==> src/rtl/u2a_pkg.sv <==
package u2a_pkg;

  localparam int MAX_CHARS  = 10;
  localparam int CNT_W      = 4;
  localparam int DIGIT_W    = 4;
  localparam int IN_BITS    = 32;
  localparam int CHAR_W     = 7;
  localparam int DEC_SHIFT  = 35;

  localparam logic [31:0]        DEC_RECIP = 32'hCCCC_CCCD;
  localparam logic [CHAR_W-1:0]  CHAR_ZERO = 7'h30;
  localparam logic [CHAR_W-1:0]  CHAR_A    = 7'h41;
  localparam logic [DIGIT_W-1:0] DEC_TEN   = 4'd10;

  localparam logic KIND_DEC = 1'b0;
  localparam logic KIND_HEX = 1'b1;

  typedef struct packed {
    logic [IN_BITS-1:0] value;
    logic               kind;
    logic               port_select;
  } in_t;

  typedef struct packed {
    logic [CHAR_W-1:0] digit_char;
    logic              port_out;
    logic              last;
  } out_t;

  // digits held least significant first
  typedef struct packed {
    logic [MAX_CHARS-1:0][DIGIT_W-1:0] digits;
    logic [CNT_W-1:0]                  count;
    logic                              port;
  } entry_t;

  function automatic logic [CHAR_W-1:0] to_char(input logic [DIGIT_W-1:0] d);
    logic [CHAR_W-1:0] c;
    if (d < DEC_TEN) begin
      c = CHAR_ZERO + CHAR_W'(d);
    end else begin
      c = CHAR_A + CHAR_W'(d - DEC_TEN);
    end
    return c;
  endfunction

endpackage

==> src/rtl/u2a_front.sv <==
module u2a_front #(
  parameter int VALUE_BITS = 32
) (
  input  logic             clk,
  input  logic             rst,
  input  logic             in_valid,
  output logic             in_ready,
  input  u2a_pkg::in_t     in_data,
  output logic             push_valid,
  input  logic             push_ready,
  output u2a_pkg::entry_t  push_data
);

  localparam int VW = (VALUE_BITS < u2a_pkg::IN_BITS) ? VALUE_BITS : u2a_pkg::IN_BITS;

  logic                                                busy;
  logic [VW-1:0]                                       v;
  logic                                                kind;
  logic                                                port;
  logic [u2a_pkg::CNT_W-1:0]                           cnt;
  logic [u2a_pkg::MAX_CHARS-1:0][u2a_pkg::DIGIT_W-1:0] digits;

  logic [VW+31:0]                  prod;
  logic [VW-1:0]                   q;
  logic [u2a_pkg::DIGIT_W-1:0]     q_ten;
  logic [u2a_pkg::DIGIT_W-1:0]     d;
  logic                            step_last;
  logic                            advance;
  logic                            accept;

  assign prod = {32'b0, v} * {{VW{1'b0}}, u2a_pkg::DEC_RECIP};

  // low nibble of q*10, enough to recover the remainder
  assign q_ten = {q[0], 3'b000} + {q[2:0], 1'b0};

  always_comb begin
    if (kind == u2a_pkg::KIND_HEX) begin
      q = v >> 4;
      d = v[3:0];
    end else begin
      q = VW'(prod >> u2a_pkg::DEC_SHIFT);
      d = v[3:0] - q_ten;
    end
  end

  assign step_last  = (q == '0) || (cnt == u2a_pkg::CNT_W'(u2a_pkg::MAX_CHARS - 1));
  assign push_valid = busy && step_last;
  assign advance    = busy && (!step_last || push_ready);
  assign in_ready   = !busy || (step_last && push_ready);
  assign accept     = in_valid && in_ready;

  always_comb begin
    push_data             = '0;
    push_data.digits      = digits;
    push_data.digits[cnt] = d;
    push_data.count       = cnt + 1'b1;
    push_data.port        = port;
  end

  always_ff @(posedge clk) begin
    if (rst) begin
      busy <= 1'b0;
    end else if (accept) begin
      busy <= 1'b1;
    end else if (advance && step_last) begin
      busy <= 1'b0;
    end
  end

  always_ff @(posedge clk) begin
    if (accept) begin
      v    <= in_data.value[VW-1:0];
      kind <= in_data.kind;
      port <= in_data.port_select;
      cnt  <= '0;
    end else if (advance && !step_last) begin
      v           <= q;
      digits[cnt] <= d;
      cnt         <= cnt + 1'b1;
    end
  end

endmodule

==> src/rtl/u2a_queue.sv <==
module u2a_queue (
  input  logic             clk,
  input  logic             rst,
  input  logic             push_valid,
  output logic             push_ready,
  input  u2a_pkg::entry_t  push_data,
  output logic             pop_valid,
  input  logic             pop_ready,
  output u2a_pkg::entry_t  pop_data
);

  u2a_pkg::entry_t mem [2];
  logic            wptr;
  logic            rptr;
  logic [1:0]      fill;
  logic            do_push;
  logic            do_pop;

  assign push_ready = (fill != 2'd2);
  assign pop_valid  = (fill != 2'd0);
  assign pop_data   = mem[rptr];
  assign do_push    = push_valid && push_ready;
  assign do_pop     = pop_valid && pop_ready;

  always_ff @(posedge clk) begin
    if (rst) begin
      wptr <= 1'b0;
      rptr <= 1'b0;
      fill <= 2'd0;
    end else begin
      if (do_push) begin
        wptr <= ~wptr;
      end
      if (do_pop) begin
        rptr <= ~rptr;
      end
      if (do_push && !do_pop) begin
        fill <= fill + 2'd1;
      end else if (do_pop && !do_push) begin
        fill <= fill - 2'd1;
      end
    end
  end

  always_ff @(posedge clk) begin
    if (do_push) begin
      mem[wptr] <= push_data;
    end
  end

endmodule

==> src/rtl/u2a_back.sv <==
module u2a_back (
  input  logic             clk,
  input  logic             rst,
  input  logic             pop_valid,
  output logic             pop_ready,
  input  u2a_pkg::entry_t  pop_data,
  output logic             out_valid,
  input  logic             out_ready,
  output u2a_pkg::out_t    out_data
);

  u2a_pkg::entry_t           cur;
  logic                      active;
  logic [u2a_pkg::CNT_W-1:0] idx;
  logic                      can_load;
  logic                      emit;
  logic                      done;
  logic                      do_pop;

  assign can_load  = !out_valid || out_ready;
  assign emit      = active && can_load;
  assign done      = emit && (idx == '0);
  assign pop_ready = !active || done;
  assign do_pop    = pop_valid && pop_ready;

  always_ff @(posedge clk) begin
    if (rst) begin
      active    <= 1'b0;
      out_valid <= 1'b0;
    end else begin
      if (do_pop) begin
        active <= 1'b1;
      end else if (done) begin
        active <= 1'b0;
      end
      if (emit) begin
        out_valid <= 1'b1;
      end else if (out_ready) begin
        out_valid <= 1'b0;
      end
    end
  end

  always_ff @(posedge clk) begin
    if (do_pop) begin
      cur <= pop_data;
      idx <= pop_data.count - 1'b1;
    end else if (emit) begin
      idx <= idx - 1'b1;
    end
    if (emit) begin
      out_data.digit_char <= u2a_pkg::to_char(cur.digits[idx]);
      out_data.port_out   <= cur.port;
      out_data.last       <= (idx == '0);
    end
  end

  a_idx_in_range: assert property (@(posedge clk) disable iff (rst)
    active |-> (idx < cur.count))
    else $error("character index beyond digit count");

  a_pop_count: assert property (@(posedge clk) disable iff (rst)
    do_pop |-> (pop_data.count != '0) &&
               (pop_data.count <= u2a_pkg::CNT_W'(u2a_pkg::MAX_CHARS)))
    else $error("queued entry with bad digit count");

  a_char_range: assert property (@(posedge clk) disable iff (rst)
    out_valid |-> ((out_data.digit_char >= 7'h30) && (out_data.digit_char <= 7'h39)) ||
                  ((out_data.digit_char >= 7'h41) && (out_data.digit_char <= 7'h46)))
    else $error("output character outside digit set");

  a_last_ends: assert property (@(posedge clk) disable iff (rst)
    (emit && idx == '0 && !do_pop) |=> !active)
    else $error("entry still active after its last character");

endmodule

==> src/rtl/unsigned_to_ascii_digits.sv <==
// Unsigned binary to ASCII digits, decimal or upper-case hexadecimal.
// Input channel (in_valid/in_ready/in_data): value, kind (0 decimal, 1 hex),
// port_select. Output channel (out_valid/out_ready/out_data): one transfer per
// character, most significant first, port_out copied, last on the final one.
// Leading zeros are dropped; zero gives the single character '0'.
// The front converts one digit per cycle (a reciprocal multiply for decimal,
// a nibble shift for hex), holding the last digit while the two-entry queue is
// full; the back emits the digits in reverse order through an output register.
// The digit count is 1 to 10 for decimal and 1 to 8 for hex. The front takes a
// new input as it pushes the last digit of the previous one, and the pace with
// an always-ready receiver is set by the one-digit-per-cycle converter and the
// one-character-per-cycle output.
// A stalled receiver holds the output register; the queue then fills and
// in_ready drops once the converter has a finished item it cannot push.
// Reset (synchronous, active high) empties the converter, queue and output.
module unsigned_to_ascii_digits #(
  parameter int VALUE_BITS = 32
) (
  input  logic           clk,
  input  logic           rst,
  input  logic           in_valid,
  output logic           in_ready,
  input  u2a_pkg::in_t   in_data,
  output logic           out_valid,
  input  logic           out_ready,
  output u2a_pkg::out_t  out_data
);

  logic            push_valid;
  logic            push_ready;
  u2a_pkg::entry_t push_data;
  logic            pop_valid;
  logic            pop_ready;
  u2a_pkg::entry_t pop_data;

  u2a_front #(
    .VALUE_BITS(VALUE_BITS)
  ) u_front (
    .clk       (clk),
    .rst       (rst),
    .in_valid  (in_valid),
    .in_ready  (in_ready),
    .in_data   (in_data),
    .push_valid(push_valid),
    .push_ready(push_ready),
    .push_data (push_data)
  );

  u2a_queue u_queue (
    .clk       (clk),
    .rst       (rst),
    .push_valid(push_valid),
    .push_ready(push_ready),
    .push_data (push_data),
    .pop_valid (pop_valid),
    .pop_ready (pop_ready),
    .pop_data  (pop_data)
  );

  u2a_back u_back (
    .clk      (clk),
    .rst      (rst),
    .pop_valid(pop_valid),
    .pop_ready(pop_ready),
    .pop_data (pop_data),
    .out_valid(out_valid),
    .out_ready(out_ready),
    .out_data (out_data)
  );

endmodule

==> config.mk <==
export PLATFORM = sky130hd
export DESIGN_NAME = unsigned_to_ascii_digits
export DESIGN_NICKNAME = d
export VERILOG_FILES = /design/src/rtl/u2a_pkg.sv /design/src/rtl/u2a_front.sv /design/src/rtl/u2a_queue.sv /design/src/rtl/u2a_back.sv /design/src/rtl/unsigned_to_ascii_digits.sv
export SDC_FILE = /design/constraint.sdc
export NUM_CORES = 1
export LEC_CHECK = 0
export BUFFER_PORTS_ARGS = -buffer_cell sky130_fd_sc_hd__buf_2
export CAP_MARGIN = 20
export CELL_PAD_IN_SITES_DETAIL_PLACEMENT = 0
export CELL_PAD_IN_SITES_GLOBAL_PLACEMENT = 1
export CORE_MARGIN = 8
export CORE_UTILIZATION = 53
export DETAILED_ROUTE_END_ITERATION = 10
export PLACE_DENSITY = 0.95
export SLEW_MARGIN = 20
export SYNTH_ARGS = -nofsm -noshare
export SYNTH_HDL_FRONTEND = slang
export SYNTH_HIERARCHICAL = 1
export SYNTH_SLANG_ARGS = --single-unit
==> constraint.sdc <==
create_clock -name clk -period 13.1 [get_ports clk]
set_input_delay 1.965 -clock clk [delete_from_list [all_inputs] [get_ports clk]]
set_output_delay 1.965 -clock clk [all_outputs]
set_load 0.1 [all_outputs]
Word level (Yosys, flattened, before mapping)
Memory sizes are Yosys's and may differ from the RTL's. A register that Yosys moved wholly into a read port is not among the register bits.
Index checks and enable logic that the tools add are counted.

word-level totals
  word-level logic and storage cells = 114
  memory bits (writable) = 90
  output and inout bits = 11
  flip-flop bits (word level) = 139
  memory bits (read-only) = 0
  input bits = 38
  bits in latches = 0
  memories kept = 1

operators by class
  bitwise logic cells = 3
  div/mod/pow operators = 0
  multiplexer cells = 24
  order comparisons = 4
  shift-type cells = 0
  reductions and logical operators = 34
  $mul = 1
  $add $sub $neg = 10
  eq/ne operators = 2

memories
  memory       words  width  rd ports  clocked after memory_dff  write ports  line             RTL
  u_queue.mem  2      45     1         1                         1            u2a_queue.sv:12  u2a_pkg::entry_t mem [2];

operators with widths
  operator                                                                      number
  32-bit by 32-bit multiplier with 64-bit output, second input constant         1
  32-bit 2-to-1 mux                                                             2
  40-bit bitwise mux                                                            1
  32-bit zero test                                                              1
  29-bit 2-to-1 mux                                                             1
  4-bit 2-to-1 mux                                                              5
  4-bit binary-select mux with 4-bit select                                     1
  4-bit demux with 4-bit select                                                 1
  2-bit nonzero test                                                            7
  1-bit logical AND                                                             13
  4-bit by 5-bit less-than comparator with 1-bit output, second input constant  2
  1-bit 2-to-1 mux                                                              10
  4-bit by 1-bit subtractor with 4-bit output, second input constant            2
  6-bit by 4-bit adder with 7-bit output, first input constant                  1
  7-bit adder, first input constant                                             1
  7-bit 2-to-1 mux                                                              1
  1-bit zero test                                                               6
  1-bit logical OR                                                              5
  4-bit by 4-bit subtractor with 5-bit output, second input constant            1
  4-bit by 1-bit adder with 4-bit output, second input constant                 1
  4-bit adder                                                                   1
  4-bit == test, second input constant                                          1
  4-bit by 1-bit >= comparator with 1-bit output, second input constant         1
  4-bit zero test                                                               1
  other kinds (8)                                                               11

Logic depth before layout (Yosys ltp)
  depth after elaboration = 10
  depth in mapped cells = 32
  gate-level depth less buffers = 32

By module
Netlist, hierarchy kept.

by module, submodules not included
  module     instances  area each (sq um)  cells an instance  seq. area each (sq um)
  u2a_front  1          22046.1            2307               2322.2
  u2a_queue  1          3467.1             164                2802.7
  u2a_back   1          2391.0             136                1661.6

Least setup slack after synthesis
No wires, ideal clock.

  path type = register -> output
  start point = register u_front.v[18]
  end point = output in_ready
  data required time = 11.135 ns
  slack = 1.964 ns
  stages on the path, launching flop included = 27
  data arrival time = 9.171 ns
  path through = edfxtp_1 > ha_1 > inv_1 > fa_1 > inv_1 > fa_1 > inv_1 > fa_1 > inv_1 > fa_1 > fa_1 > fa_1 > inv_1 > fa_1 > inv_1 > ha_1 > nand4_1 > nor4_2 > inv_1 > or4_4 > a21boi_2 > o31ai_1 > a2111oi_0 > nand4_1 > nor3_1 > a21boi_0 > o21ai_0

on the way
  word-level cells in the longest chain between the ends = 6

ends and longest elaborated chain
  what                                            line                            RTL
  start: declaration                              u2a_front.sv:17                 logic [VW-1:0] v;
  start signal: assignment                        u2a_front.sv:72                 v <= in_data.value[VW-1:0];
  start signal: assignment                        u2a_front.sv:77                 v <= q;
  32-bit by 32-bit multiplier with 64-bit output  u2a_front.sv:31                 assign prod = {32'b0, v} * {{VW{1'b0}}, u2a_pkg::DEC_RECIP};
  29-bit 2-to-1 mux (*)                           u2a_front.sv:37                 if (kind == u2a_pkg::KIND_HEX) begin
  32-bit zero test (*)                            u2a_front.sv:46                 assign step_last = (q == '0) || (cnt == u2a_pkg::CNT_W'(u2a_pkg::MAX_CHARS - 1));
  1-bit logical OR (*)                            u2a_front.sv:46
  1-bit logical AND (*)                           u2a_front.sv:49                 assign in_ready = !busy || (step_last && push_ready);
  1-bit logical OR (*)                            u2a_front.sv:49
  end: declaration                                unsigned_to_ascii_digits.sv:22  output logic in_ready,

Mark *: on every way between the ends. The rest lies on a longest branch, timed or not.

Worst setup path in the final report
  start point = register u_front.v[19]
  end point = output in_ready

The elaborated chain is that of the path after synthesis.

==> metrics.txt <==
vias per cell=5.97; syn_nets=approximately 3400; Fmax=~0.082 GHz; Yosys top cell area share=around 28%; Area Overhead vs Synth=6.27%; final non-filler cell total=roughly 3300; Setup TNS Final=0 ns; total gr overflow=0; DRC viols=0; Req. time, crit path=11.14 ns; Yosys cell types=between 80 and 90; vias in the first global route=approximately 21000; final WL=~86000 um; H-Tree Depth=1; Clock transition at path regs=~0.06 ns; Async SR Flop Fraction=0%; Post-synth top cells=inv_1, fa_1, ha_1; Max Transition Viols Final=0; CTS Buf Count=25; placed cell count=roughly 3300; largest net degree at the start of global routing=52; synthesis warning total=6; port bufs=48; layout cell share with drive strength beyond 1=7.41%; Worst EP arrival=roughly 10 ns; HPWL after DPL=slightly above 70000 um; routability-driven placement congestion ratio=approximately 1.1; Post-DRT Antenna Nets=0; initial antenna violation count=0; CP endpoint kind=output pin; endpoints failing setup=0; unrepaired setup endpoints after global routing=no; first-pass GRT wire length=around 130000 um; Yosys top cell by area=fa_1; Clock Path Buffers=3; Mapped Cells=~2600; Iteration-0 DRC Markers=1791; HP Class=flop to flop; clk_lat worst skew=about 0.55 ns; Initial Util=53.3%; Slew HR=around 25%; sequential cell area fraction in the yosys report=~24%; DR WL/cell=between 20 and 30 um; Rows=84; count leader, synth=inv_1; Post-synth EDFFs=roughly 220; Fin Hold WS=between 0.4 and 0.5 ns; CP startpoint kind=flop; Mean Syn Cell Area=about 11 um2; core area=roughly 0.052 mm2; vias=19986; Final nets=3431; prevailing post-synth register cell=edfxtp_1; hold-fix buffers at CTS=0; CTS tree=yes; Hold Fails Final Rpt=0; CTS Root Cell=clkbuf_16; clk_skew=0.0478 ns; kind of critical path=flop to output pin; minimum clock period=12.27 ns; clock tree sinks=230; Global Route Usage Sum=between 20% and 30%; die height=245 um; status=completed; Slew @ Worst Pin=roughly 1.1 ns; buffer count from post-CTS setup fixing=0; dominant cells by area after synthesis=fa_1, edfxtp_1, ha_1, inv_1, a21oi_1; Die ar.=0.0602 mm2; DRT Pass-1 Iters=8; Die Wd=approximately 250 um; I/O Pins=49; number of synthesized register bits=230; Max Cap Viol=0; placed instance area=0.0289 mm2; crit share post-route=a little over nine tenths; post_cts resized=0; synthesized area=0.0279 mm2; crit path max fanout=10; fin area=a little under 0.03 mm2
==> flip-flops by register name (all words and copies together) (netlist names), named ones only <==
name,cells
u_back/active,1
u_back/cur,41
u_back/idx,4
u_back/out_data,9
u_back/out_valid,1
u_front/busy,1
u_front/cnt,4
u_front/digits,40
u_front/kind,1
u_front/port,1
u_front/v,32
u_queue/fill,2
u_queue/mem,90
u_queue/rptr,1
u_queue/wptr,1
==> per-layer routing <==
metal / up-vias / GRT usage [%] / part of all wire [%]
met5: - / 0 / 0
met4: 0 / 15.5 / 6.3
met3: 220 / 3.92 / 7.3
met2: 1004 / 49.7 / 49
met1: 10041 / 35.2 / 38
li1: 8721 / - / -
==> placed cells by master (no fill, tap or decap), types with 17 or more instances in the layout <==
cell	n
a21o_1	17
a21oi_1	130
buf_2	48
clkbuf_16	25
edfxtp_1	218
fa_1	390
ha_1	362
inv_1	597
mux2_2	49
mux2_4	21
mux2i_1	34
nand2_1	154
nand3_1	25
nand4_1	41
nor2_1	101
nor3_1	24
o21ai_0	96
xnor2_1	28
xor2_1	41
==> cells by family (layout without fill, tap and decap cells) <==
group / count (synthesis) / after routing / share of synthesized area (%)
fa+ha+maj: 752 / 752 / 44.2
buf+inv: 652 / 704 / 9.04
simple gates: 425 / 425 / 7.27
compound gates: 369 / 369 / 8.12
flops: 230 / 230 / 24.3
mux: 110 / 110 / 4.87
xor+xnor: 69 / 69 / 2.17
other cells: 0 / 1 / 0
==> through the flow <==
stage,util (%),setup WS (ns)
5_1_grt,56.7,0.480
6_report,56.7,0.834
4_1_cts,56.6,0.859
3_3_place_gp,55.1,1.55
2_1_floorplan,-,1.96
3_5_place_dp,55.1,1.47
==> worst paths after layout <==
| check | cells past startpoint | slack [ns] | startpoint | to |
|---|---|---|---|---|
| worst max-delay path | 23 | 0.83 | u_front/v[19] | in_ready |
| worst min-delay path | 0 | 0.41 | u_back/cur[0] | u_back/out_data[1] |
| worst max register to register | 24 | 2.53 | u_front/v[19] | u_queue/mem[1][33] |
| worst min register to register | 0 | 0.41 | u_back/cur[0] | u_back/out_data[1] |
==> worst max-delay path, cell delays in order (launching register included) <==
cell	delay [ns]
edfxtp_1	0.81
ha_1	0.53
inv_1	0.21
fa_1	0.59
inv_1	0.05
fa_1	0.47
fa_1	0.55
fa_1	0.51
fa_1	0.55
fa_1	0.46
fa_1	0.41
ha_1	0.51
nand4_1	0.21
nor4_1	0.69
nand3_1	0.18
o221ai_2	0.42
o21a_1	0.22
o311ai_1	0.27
a31oi_1	0.27
nand4bb_1	0.36
nor3_1	0.55
a21boi_0	0.27
o21ai_0	0.18
buf_2	0.44
==> layout make-up <==
class                      count  area, um2
fill                        4432      22700
multi-input combinational   1725      18600
sequential                   230       6790
inverter                     598       2240
tap                          688        861
clock buffer                  33        666
timing repair buffer          61        338
clock inverter                12        133
antenna                        1       2.50
Power is not shown: default switching activity piles up to over one toggle a cycle in this logic, so the estimate is an artifact.
